**src/sv/pts_pkg.sv**
```systemverilog
// Shared types, codes and constants of the periodic task scheduler.
package pts_pkg;

	localparam int SLOTS_DEF   = 16;
	localparam int ID_BITS_DEF = 8;
	localparam int MAX_OUT     = 16;

	localparam logic [31:0] REBASE_LIMIT   = 32'h7ff0_0000;
	localparam logic [31:0] CLEARED_DUE    = 32'hffff_ffff;
	localparam logic [31:0] CLEARED_PERIOD = 32'd10000;
	localparam logic [31:0] RESET_TIME     = 32'd1;

	localparam logic [2:0] OP_TICK   = 3'd0;
	localparam logic [2:0] OP_ADD    = 3'd1;
	localparam logic [2:0] OP_REMOVE = 3'd2;
	localparam logic [2:0] OP_POLL   = 3'd3;
	localparam logic [2:0] OP_SET    = 3'd4;

	typedef struct packed {
		logic [2:0]  operation;
		logic [7:0]  task_id;
		logic [31:0] period;
		logic [31:0] new_time;
	} cmd_t;

	typedef struct packed {
		logic [7:0]  due_task;
		logic        fired;
		logic [31:0] clock_now;
		logic        table_full;
		logic        last;
	} res_t;

	typedef enum logic [2:0] {
		ST_IDLE,
		ST_RD,
		ST_EV,
		ST_FILL,
		ST_FIN
	} state_t;

endpackage

```
**src/sv/pts_ram.sv**
```systemverilog
// Generic single-write, single-read RAM with registered read data.
module pts_ram #(
	parameter int WIDTH = 8,
	parameter int DEPTH = 16,
	localparam int AW = (DEPTH > 1) ? $clog2(DEPTH) : 1
) (
	input  logic             clk,
	input  logic             we,
	input  logic [AW-1:0]    waddr,
	input  logic [WIDTH-1:0] wdata,
	input  logic             re,
	input  logic [AW-1:0]    raddr,
	output logic [WIDTH-1:0] rdata
);

	logic [WIDTH-1:0] mem_q [DEPTH];

	always_ff @(posedge clk) begin
		if (we) begin
			mem_q[waddr] <= wdata;
		end
		if (re) begin
			rdata <= mem_q[raddr];
		end
	end

endmodule

```
**src/sv/periodic_task_scheduler.sv**
```systemverilog
// Periodic task scheduler: slot table in RAM walked by a small sequencer.
//
//  channel | direction | handshake            | payload
//  --------+-----------+----------------------+----------------------------------
//  cmd     | in        | cmd_valid/cmd_stall  | operation, task_id, period, time
//  res     | out       | res_valid/res_stall  | due_task, fired, clock, full, last
//
// Tick without rebase, remove/add with id zero and unknown codes skip the slot walk.
// Poll, remove, add and rebase walk the slots, each slot as a RAM read and then,
// where needed, an update through the write port; an add that fills an empty
// slot ends in a fill state. Reset is asynchronous; per-slot valid bits stand in
// for the table's reset contents, so no clearing pass is needed. A stalled
// result holds the poll scan until the output register frees.
module periodic_task_scheduler #(
	parameter int SLOTS   = pts_pkg::SLOTS_DEF,
	parameter int ID_BITS = pts_pkg::ID_BITS_DEF
) (
	input  logic          clk,
	input  logic          arst_n,
	input  logic          cmd_valid,
	output logic          cmd_stall,
	input  pts_pkg::cmd_t cmd,
	output logic          res_valid,
	input  logic          res_stall,
	output pts_pkg::res_t res
);

	import pts_pkg::*;

	localparam int IDX_W = (SLOTS > 1) ? $clog2(SLOTS) : 1;
	localparam int ENT_W = ID_BITS + 64;
	localparam int CNT_W = $clog2(MAX_OUT + 1);
	localparam logic [IDX_W-1:0] LAST_IDX = IDX_W'(SLOTS - 1);
	localparam logic [ENT_W-1:0] RESET_ENTRY = {{ID_BITS{1'b0}}, RESET_TIME, RESET_TIME};

	state_t state_q, state_n;
	logic [IDX_W-1:0] idx_q, idx_n;
	logic [31:0] clock_q, clock_n;
	logic rebase_q, rebase_n;
	logic found_q, found_n;
	logic empty_hit_q, empty_hit_n;
	logic [IDX_W-1:0] empty_idx_q, empty_idx_n;
	logic pend_vld_q, pend_vld_n;
	logic [ID_BITS-1:0] pend_id_q, pend_id_n;
	logic [CNT_W-1:0] cnt_q, cnt_n;
	logic out_valid_q, out_valid_n;
	res_t out_q, out_n;
	logic [SLOTS-1:0] vld_q, vld_n;

	logic [2:0] op_q, op_n;
	logic [ID_BITS-1:0] id_q, id_n;
	logic [31:0] per_q, per_n;
	logic [31:0] tgt_q, tgt_n;

	logic ram_we, ram_re;
	logic [IDX_W-1:0] ram_waddr;
	logic [ENT_W-1:0] ram_wdata, ram_rdata, ent;
	logic [ID_BITS-1:0] ent_owner, id_in;
	logic [31:0] ent_per, ent_due, wait_t, tick_next;
	logic [15:0] tid_ext, pid_ext;
	logic out_free, accept, slot_match, fire;

	pts_ram #(
		.WIDTH(ENT_W),
		.DEPTH(SLOTS)
	) u_slots (
		.clk  (clk),
		.we   (ram_we),
		.waddr(ram_waddr),
		.wdata(ram_wdata),
		.re   (ram_re),
		.raddr(idx_q),
		.rdata(ram_rdata)
	);

	assign cmd_stall = (state_q != ST_IDLE);
	assign accept    = cmd_valid && !cmd_stall;
	assign res_valid = out_valid_q;
	assign res       = out_q;
	assign out_free  = !out_valid_q || !res_stall;

	assign tid_ext = 16'(cmd.task_id);
	assign id_in   = tid_ext[ID_BITS-1:0];
	assign pid_ext = 16'(pend_id_q);

	assign ent       = vld_q[idx_q] ? ram_rdata : RESET_ENTRY;
	assign ent_owner = ent[ENT_W-1:64];
	assign ent_per   = ent[63:32];
	assign ent_due   = ent[31:0];
	assign wait_t    = ent_due - clock_q;
	assign tick_next = clock_q + 32'd1;
	assign slot_match = (ent_owner == id_q);
	assign fire = (ent_owner != '0) && (clock_q >= ent_due);

	always_comb begin
		state_n     = state_q;
		idx_n       = idx_q;
		clock_n     = clock_q;
		rebase_n    = rebase_q;
		found_n     = found_q;
		empty_hit_n = empty_hit_q;
		empty_idx_n = empty_idx_q;
		pend_vld_n  = pend_vld_q;
		pend_id_n   = pend_id_q;
		cnt_n       = cnt_q;
		out_valid_n = out_valid_q && res_stall;
		out_n       = out_q;
		vld_n       = vld_q;
		op_n        = op_q;
		id_n        = id_q;
		per_n       = per_q;
		tgt_n       = tgt_q;
		ram_we      = 1'b0;
		ram_re      = 1'b0;
		ram_waddr   = idx_q;
		ram_wdata   = ent;

		unique case (state_q)
			ST_IDLE: begin
				if (accept) begin
					op_n        = cmd.operation;
					id_n        = id_in;
					per_n       = cmd.period;
					tgt_n       = 32'd0;
					rebase_n    = 1'b0;
					found_n     = 1'b0;
					empty_hit_n = 1'b0;
					pend_vld_n  = 1'b0;
					cnt_n       = '0;
					idx_n       = '0;
					state_n     = ST_FIN;
					unique case (cmd.operation)
						OP_TICK: begin
							clock_n  = tick_next;
							rebase_n = (tick_next >= REBASE_LIMIT);
						end
						OP_SET: begin
							tgt_n    = cmd.new_time;
							rebase_n = (cmd.new_time != clock_q);
						end
						OP_ADD, OP_REMOVE: begin
							if (id_in != '0) begin
								state_n = ST_RD;
							end
						end
						OP_POLL: state_n = ST_RD;
						default: state_n = ST_FIN;
					endcase
					if (rebase_n) begin
						state_n = ST_RD;
					end
				end
			end
			ST_RD: begin
				ram_re  = 1'b1;
				state_n = ST_EV;
			end
			ST_EV: begin
				logic advance;
				logic stop;
				advance = 1'b1;
				stop    = 1'b0;
				if (rebase_q) begin
					ram_we    = 1'b1;
					ram_wdata = {ent_owner, ent_per, wait_t[31] ? tgt_q : wait_t + tgt_q};
				end else begin
					unique case (op_q)
						OP_ADD: begin
							if (slot_match) begin
								found_n = 1'b1;
								if (ent_per != per_q) begin
									ram_we    = 1'b1;
									ram_wdata = {ent_owner, per_q, clock_q + per_q};
								end
							end
							if (ent_owner == '0 && !empty_hit_q) begin
								empty_hit_n = 1'b1;
								empty_idx_n = idx_q;
							end
						end
						OP_REMOVE: begin
							if (slot_match) begin
								ram_we    = 1'b1;
								ram_wdata = {{ID_BITS{1'b0}}, CLEARED_PERIOD, CLEARED_DUE};
							end
						end
						OP_POLL: begin
							if (fire) begin
								if (pend_vld_q && !out_free) begin
									// hold until the earlier transaction leaves
									advance = 1'b0;
								end else begin
									if (pend_vld_q) begin
										out_valid_n = 1'b1;
										out_n = '{due_task: pid_ext[7:0], fired: 1'b1,
											clock_now: clock_q, table_full: 1'b0, last: 1'b0};
									end
									ram_we     = 1'b1;
									ram_wdata  = {ent_owner, ent_per, ent_per + clock_q};
									pend_vld_n = 1'b1;
									pend_id_n  = ent_owner;
									cnt_n      = cnt_q + CNT_W'(1);
									stop       = (cnt_n == CNT_W'(MAX_OUT));
								end
							end
						end
						default: advance = 1'b1;
					endcase
				end
				if (ram_we) begin
					vld_n[idx_q] = 1'b1;
				end
				if (advance) begin
					if (stop) begin
						state_n = ST_FIN;
					end else if (idx_q == LAST_IDX) begin
						if (!rebase_q && op_q == OP_ADD && !found_n && empty_hit_n) begin
							state_n = ST_FILL;
						end else begin
							state_n = ST_FIN;
						end
					end else begin
						idx_n   = idx_q + IDX_W'(1);
						state_n = ST_RD;
					end
				end
			end
			ST_FILL: begin
				ram_we    = 1'b1;
				ram_waddr = empty_idx_q;
				ram_wdata = {id_q, per_q, clock_q + per_q};
				vld_n[empty_idx_q] = 1'b1;
				state_n   = ST_FIN;
			end
			ST_FIN: begin
				if (out_free) begin
					clock_n     = rebase_q ? tgt_q : clock_q;
					out_valid_n = 1'b1;
					if (op_q == OP_POLL && pend_vld_q) begin
						out_n = '{due_task: pid_ext[7:0], fired: 1'b1,
							clock_now: clock_q, table_full: 1'b0, last: 1'b1};
					end else begin
						out_n = '{due_task: 8'd0, fired: 1'b0, clock_now: clock_n,
							table_full: (op_q == OP_ADD) && (id_q != '0) && !found_q
								&& !empty_hit_q,
							last: 1'b1};
					end
					state_n = ST_IDLE;
				end
			end
			default: state_n = ST_IDLE;
		endcase
	end

	always_ff @(posedge clk or negedge arst_n) begin
		if (!arst_n) begin
			state_q     <= ST_IDLE;
			clock_q     <= '0;
			rebase_q    <= 1'b0;
			found_q     <= 1'b0;
			empty_hit_q <= 1'b0;
			pend_vld_q  <= 1'b0;
			cnt_q       <= '0;
			idx_q       <= '0;
			out_valid_q <= 1'b0;
			vld_q       <= '0;
		end else begin
			state_q     <= state_n;
			clock_q     <= clock_n;
			rebase_q    <= rebase_n;
			found_q     <= found_n;
			empty_hit_q <= empty_hit_n;
			pend_vld_q  <= pend_vld_n;
			cnt_q       <= cnt_n;
			idx_q       <= idx_n;
			out_valid_q <= out_valid_n;
			vld_q       <= vld_n;
		end
	end

	always_ff @(posedge clk) begin
		op_q        <= op_n;
		id_q        <= id_n;
		per_q       <= per_n;
		tgt_q       <= tgt_n;
		empty_idx_q <= empty_idx_n;
		pend_id_q   <= pend_id_n;
		out_q       <= out_n;
	end

	a_busy_after_accept: assert property (@(posedge clk) disable iff (!arst_n)
		accept |=> state_q != ST_IDLE)
		else $error("scheduler idle right after taking a transaction");

	a_no_write_idle: assert property (@(posedge clk) disable iff (!arst_n)
		ram_we |-> state_q != ST_IDLE)
		else $error("slot table written while idle");

	a_fired_has_id: assert property (@(posedge clk) disable iff (!arst_n)
		res_valid && res.fired |-> res.due_task != 8'd0)
		else $error("fired result without a task id");

	a_full_final: assert property (@(posedge clk) disable iff (!arst_n)
		res_valid && res.table_full |-> res.last && !res.fired)
		else $error("table full flagged on a non-final or fired result");

endmodule

```
**config.mk**
```make
export PLATFORM = sky130hd
export DESIGN_NAME = periodic_task_scheduler
export DESIGN_NICKNAME = d
export VERILOG_FILES = /design/src/sv/pts_pkg.sv /design/src/sv/pts_ram.sv /design/src/sv/periodic_task_scheduler.sv
export SDC_FILE = /design/constraint.sdc
export NUM_CORES = 2
export LEC_CHECK = 0
export BUFFER_PORTS_ARGS = -buffer_cell sky130_fd_sc_hd__buf_2
export CORE_MARGIN = 2
export CORE_UTILIZATION = 63
export CTS_CLUSTER_DIAMETER = 120
export DETAILED_ROUTE_END_ITERATION = 6
export GPL_ROUTABILITY_DRIVEN = 0
export PLACE_DENSITY_LB_ADDON = 0.1
export SYNTH_ARGS = -nofsm -noshare
export SYNTH_HDL_FRONTEND = slang
export SYNTH_SLANG_ARGS = --single-unit
export TNS_END_PERCENT = 10
```
**constraint.sdc**
```tcl
create_clock -name clk -period 10.7 [get_ports clk]
set_clock_uncertainty 0.15 [all_clocks]
set_input_delay 0 -clock clk [delete_from_list [all_inputs] [get_ports clk]]
set_output_delay 0 -clock clk [all_outputs]
set_load 0.005 [all_outputs]
```
Yosys cells after proc, flatten, opt, wreduce, memory -nomap -nowiden:

Memory sizes are Yosys's and may differ from the RTL's. A register that Yosys moved wholly into a read port is not among the register bits.
Cells that the tools add are included.

* register bits after elaboration: 195
* bits in latches: 0
* input port bits: 79
* bits in read-only memories: 0
* memories kept: 1
* memory bits (writable): 1152

* shift-type cells: 0
* multipliers: 0
* add/sub/neg operators: 7
* multiplexer cells: 100
* bitwise gates (word level): 4
* eq/ne operators: 28
* order comparisons: 6
* reduce and logical (&&, ||, !) cells: 45
* divide/modulo/power cells: 0

Memory list
* u_slots.mem_q: words 16, width 72, rd ports 1, clocked after Yosys merged registers in 1, write ports 1, line pts_ram.sv:16 `logic [WIDTH-1:0] mem_q [DEPTH];`

Operator list (number)
* 43-bit two-way mux: 7
* 32-bit two-way mux: 7
* 72-bit two-way mux: 3
* 72-bit case mux with 3 select lines: 1
* 72-bit case mux with 2 select lines: 1
* 64-bit two-way mux: 2
* 32-bit adder: 3
* 43-bit case mux with 2 select lines: 1
* 32-bit inequality test: 2
* 32-bit case mux with 2 select lines: 1
* 1-bit two-way mux: 43
* 32-bit by 1-bit adder with 32-bit output, second input constant: 1
* 32-bit by 31-bit >= comparator with 1-bit output, second input constant: 1
* 32-bit >= comparator: 1
* 16-bit bitwise OR: 2
* 16-bit case mux with 2 select lines: 1
* 32-bit subtractor: 1
* 5-bit two-way mux: 5
* 3-bit two-way mux: 8
* 8-bit nonzero test: 3
* 4-bit two-way mux: 5
* 2-bit inequality test, second input constant: 10
* 3-bit by 2-bit == test with 1-bit output, second input constant: 6
* 16-bit two-way mux: 1
* other kinds (33): 74

Longest topological paths before layout:

* word-level depth: 16
* depth in mapped cells: 34
* mapped depth without buffers: 32

Cells and area by module:

From an unflattened synthesis, not the netlist that was laid out.

* cells, all modules: 4538
* area total of the unflattened synthesis: 66602.6 µm²

By module, submodules not included
* pts_ram: area an instance 45270.9 µm², sequential area each 36755.3 µm², cells each 1850, instances 1
* periodic_task_scheduler: area an instance 21331.7 µm², sequential area each 5530.3 µm², cells each 2688, instances 1

Worst setup path after synthesis:

No wires, ideal clock.

* kind: register to register
* from: reg idx_q[1]
* to: mem u_slots.mem_q[12][0] (netlist bit) (enable)
* data arrival time: 8.315 ns
* cell stages (with the launch flop): 27
* buffers on the path: 7
* period minus slack after synthesis: 8.968 ns
* slack: 1.732 ns
* path through: dfrtp_1 -> buf_4 -> mux4_2 -> mux2i_4 -> buf_6 -> nand2b_2 -> nand2_2 -> clkbuf_1 -> clkbuf_1 -> buf_1 -> nand2_1 -> inv_1 -> ha_1 -> clkbuf_1 -> and4_1 -> nor4bb_1 -> nand2_1 -> nor4_1 -> nor2_1 -> or4b_1 -> o21ai_2 -> and3_1 -> buf_2 -> nand2_2 -> and3_4 -> nand2b_1 -> nor2_1

* cells in the longest elaborated chain, start to end: 12
* elaborated cells on any way between the ends: 19
* classes of those cells: order compare: 1; eq/ne: 2; mux: 14; reduce/logical: 2

Ends and longest elaborated chain
* start, declared: line periodic_task_scheduler.sv:37 `logic [IDX_W-1:0] idx_q, idx_n;`
* start signal, assigned: line periodic_task_scheduler.sv:275 `idx_q <= idx_n;`
* 1-bit binary-select mux with 4-bit select: line periodic_task_scheduler.sv:86 `assign ent = vld_q[idx_q] ? ram_rdata : RESET_ENTRY;`
* 1-bit two-way mux (implied by the code): line periodic_task_scheduler.sv:86
* 72-bit two-way mux: line periodic_task_scheduler.sv:86
* 32-bit >= comparator, or another cell as far along: line periodic_task_scheduler.sv:93 `assign fire = (ent_owner != '0) && (clock_q >= ent_due);`
* 1-bit logical AND or 1-bit two-way mux (tied branches): line periodic_task_scheduler.sv:93, periodic_task_scheduler.sv:171
* 1-bit two-way mux, on equally long branches: line periodic_task_scheduler.sv:188, periodic_task_scheduler.sv:169
* 1-bit case mux with 3 select lines: line periodic_task_scheduler.sv:167 `unique case (op_q)`
* 1-bit two-way mux: line periodic_task_scheduler.sv:163 `if (rebase_q) begin`
* 1-bit two-way mux: line periodic_task_scheduler.sv:118 `unique case (state_q)`
* 1-bit case mux with 2 select lines: line periodic_task_scheduler.sv:118
* 1-bit two-way mux: line pts_ram.sv:19 `if (we) begin`
* 1-bit two-way mux (implied by the code): line pts_ram.sv:20 `mem_q[waddr] <= wdata;`
* end, declared: line pts_ram.sv:16

Parallel ways exist; a longest one is shown, timed or not. The select of a mux whose other input is x is not followed.

Worst setup path after layout:

* from: reg idx_q[1]
* to: mem u_slots.mem_q[13][24] (netlist bit) (data pin)

* cells in the longest elaborated chain, start to end: 9
* elaborated cells on any way between the ends: 20
* classes of those cells: add/sub: 3; order compare: 1; eq/ne: 2; mux: 12; reduce/logical: 2

Ends and longest elaborated chain
* 1-bit binary-select mux with 4-bit select (*): line periodic_task_scheduler.sv:86
* 1-bit two-way mux (implied by the code) (*): line periodic_task_scheduler.sv:86
* 72-bit two-way mux (*): line periodic_task_scheduler.sv:86
* branches (longest 5 deep; another with 32-bit subtractor)
* 72-bit case mux with 2 select lines (*): line periodic_task_scheduler.sv:118
* named net ram_wdata[24]: line periodic_task_scheduler.sv:57 `logic [ENT_W-1:0] ram_wdata, ram_rdata, ent;`

Mark *: on every way through the listed nets, which the timed path passes. The select of a mux whose other input is x is not followed.

==> results_dict.tcl <==
set metrics [dict create \
    setup.worst_path.start_class "flip-flop" \
    cts_made_buffers 141 \
    io_buffer_count 123 \
    fin_crit_sh_pct 90.1 \
    antenna_found_initial 9 \
    grt_max_degree 73 \
    max-slew-margin-rel_pct 1.52 \
    syn_area_per_cell_sq_um 15.1 \
    ys_ff_latch 1419 \
    die_area_sq_um 109000 \
    synth_cell_type_count 109 \
    final_core_util_pct 72.1 \
    post_drt_wl_per_cell_microns 35.1 \
    worstSetupEndpointType "flip-flop" \
    synth_top_area_share_pct 60.6 \
    period_minus_slack_ns 9.64 \
    cts_setup_buffers 0 \
    syn_to_final_growth_pct 13.3 \
    finalNonFillerCells 6248 \
    yosysWarningCount 0 \
    cp_max_fo 68 \
    synth.most_common_cell "edfxtp_1" \
    drt_drc_violations_left 92 \
    cp_slowest_stage_delay_ns 1.15 \
    max-clock-path-buffers 3 \
    run_status "complete, but fails checks" \
    grt_remaining_overflow 0 \
    routed_via_density 7.37 \
    tightest_slew_ns 1.48 \
    cp_slowest_cell "a21oi_1" \
    leakagePower_nw 25.6 \
    yosysTopAreaCell "edfxtp_1" \
    hold_viol_final 0 \
    ios 124 \
    max_clock_freq_ghz 0.104 \
    async_reset_ff_share_pct 4.58 \
    drive_above_1_share_pct 19.5 \
    cts_root_buf "clkbuf_16" \
    grt_pass1_wl_microns 313000 \
    fin_ws_ns 1.06 \
    required_ns 10.90 \
    cts_tree "yes" \
    nets 4947 \
    grt_pass1_vias 43898 \
    synth_nets 4649 \
    drtPass1Iterations 7 \
    drtIter0Drc 7506 \
    yosys_most_used_dff "edfxtp_1" \
    syn_area_sq_um 67000 \
    tns_ns 0 \
    crit_type "flip-flop to flip-flop" \
    netlist_instances 4446 \
    initial_core_util_pct 63.6 \
    slew_violations 0 \
    routed_wl_microns 219000 \
    hpwl_microns 135000 \
    yosysSeqAreaShare_pct 63.1 \
    dp.cells 5807 \
    die-width_microns 330 \
    track_usage_pct 40.5 \
    clk_pin_slew_ns 0.07 \
    crit_buf_inv 3 \
    synth_common_cells "edfxtp_1 (1354), mux4_2 (362), a21oi_1 (257)" \
    cts_sinks 1419 \
    nFillCells 6538 \
    clock_latency_ns 0.77 \
    core_region_area_sq_um 105000 \
    crit_family "compound AO/OA/AOI/OAI gates" \
    setup_viol 0 \
    irDropWorstVdd_mv 0.226 \
    dieHeight_microns 330 \
    drtAntennaViolNets 0 \
    synth_edf_count 1354 \
    violations "DRC" \
    rows 119 \
    rsz0062_at_grt "no" \
    cp.arrival_ns 9.84 \
    hp-class "input port to flip-flop" \
    hold_slack_ns 0.229 \
    pwr_density_cell_nw_per_um2 341 \
    via_count 46031 \
    htreeDepth 4 \
    synthTopCellsByArea "edfxtp_1 (61%), mux4_2 (12%), dfrtp_1 (2.4%)" \
    drv_cap 0 \
    place_ws_ns 1.50 \
]
sequential cells by signal, indices dropped and copies added, names as in the netlist:
signal         cells
empty_idx_q        4
res_valid          1
vld_q             16
pend_id_q          8
u_slots.mem_q   1152
rebase_q           1
tgt_q             32
per_q             32
clock_q           32
found_q            1
empty_hit_q        1
op_q               3
pend_vld_q         1
res               43
state_q            3
idx_q              4
u_slots.rdata     72
cnt_q              5
id_q               8
cell families after synthesis:
kind of cell,synth area share (%)
DFF,63.1
AOI/OAI and AO/OA,9.77
and+or+nand+nor,6.97
muxes,13.2
buffers and inverters,2.16
xor gates and xnor gates,2.31
adders and majority gates,2.51
final cells by class:
cell class                      count  area (sq um)  area share [%]
Antenna cell                        2          5.00         0.00659
Timing Repair Buffer              424          3540            4.66
Inverter                           94           355           0.468
Sequential cell                  1419         42300            55.7
Multi-Input combinational cell   2664         23500            30.9
Tap cell                         1391          1740            2.29
Clock buffer                      167          3660            4.81
Clock inverter                     87           876            1.15
cells in the final DEF, fill, tap and decap left out, drive strengths merged, types with 23 or more instances in the layout:
master / synthesis / final
xor2: 60 / 60
nor3: 71 / 71
clkbuf: 192 / 167
edfxtp: 1354 / 1354
inv: 94 / 102
ha: 121 / 121
a22o: 38 / 38
mux2: 43 / 43
a21oi: 257 / 257
nor2: 255 / 255
nor4: 29 / 29
a21o: 72 / 72
nand4: 31 / 31
nand3: 82 / 82
o21ai: 191 / 191
o22ai: 52 / 52
a211oi: 28 / 28
and3: 95 / 95
o211ai: 23 / 23
clkinv: 0 / 64
buf: 77 / 239
dfrtp: 65 / 65
or3: 30 / 30
a31oi: 64 / 64
nand2: 226 / 226
xnor2: 117 / 117
nand2b: 36 / 36
nor2b: 27 / 27
dlygate4sd3: 0 / 185
mux4: 362 / 362
o31ai: 26 / 26
routing by layer:
metal / vias up / global-route usage, % / wire, microns
li1: 18476 / - / -
met1: 22730 / 54.0 / 76600
met2: 3954 / 60.4 / 97700
met3: 861 / 11.5 / 29400
met4: 10 / 23.3 / 15700
met5: - / 0 / 65
worst reg2reg max path: cells and delay by family, from the launching register on:
kind                       cells  cell delay, ns
and+or+nand+nor                6            1.72
adders and majority gates      4            1.18
AOI/OAI and AO/OA             16            4.53
DFF                            1            1.08
buffers and inverters          3            0.20
xor gates and xnor gates       2            0.32
per-stage QoR:
step | cell area (sq um) | power, mW
3_3_place_gp | 69600 | 20.1
3_5_place_dp | 69600 | 20.3
6_report | 76000 | 25.9
2_1_floorplan | 67000 | 16.4
4_1_cts | 76000 | 25.3
5_1_grt | 76000 | 26.7
worst paths after layout:
path | slack (ns) | startpoint | depth (start not counted) | endpoint
hold reg to reg | 0.31 | vld_q[7] | 1 | vld_q[7]
hold / removal | 0.23 | cmd_valid | 5 | idx_q[2]
setup reg to reg | 1.06 | idx_q[1] | 31 | u_slots.mem_q[13][24]
setup / recovery | 1.06 | idx_q[1] | 31 | u_slots.mem_q[13][24]
max in group asynchronous | 9.24 | arst_n | 4 | idx_q[0]
min in group asynchronous | 0.43 | arst_n | 4 | clock_q[1]
report_power, final:
| part | switching, mW | internal, mW | total (mW) | leakage, nW |
|---|---|---|---|---|
| Combinational | 8.09 | 4.33 | 12.4 | 10.3 |
| Clock | 2.18 | 2.78 | 4.95 | 2.22 |
| Sequential | 0.766 | 7.79 | 8.56 | 13.2 |
| Total | 11.0 | 14.9 | 25.9 | 25.6 |
repair_timing:
item / 4_1_cts / 5_1_grt
resized for setup: 0 / 0
endpoints found under the hold margin: 149 / 0
hold buffers: 185 / 0
Note: power is estimated with default switching activity, not from simulation.
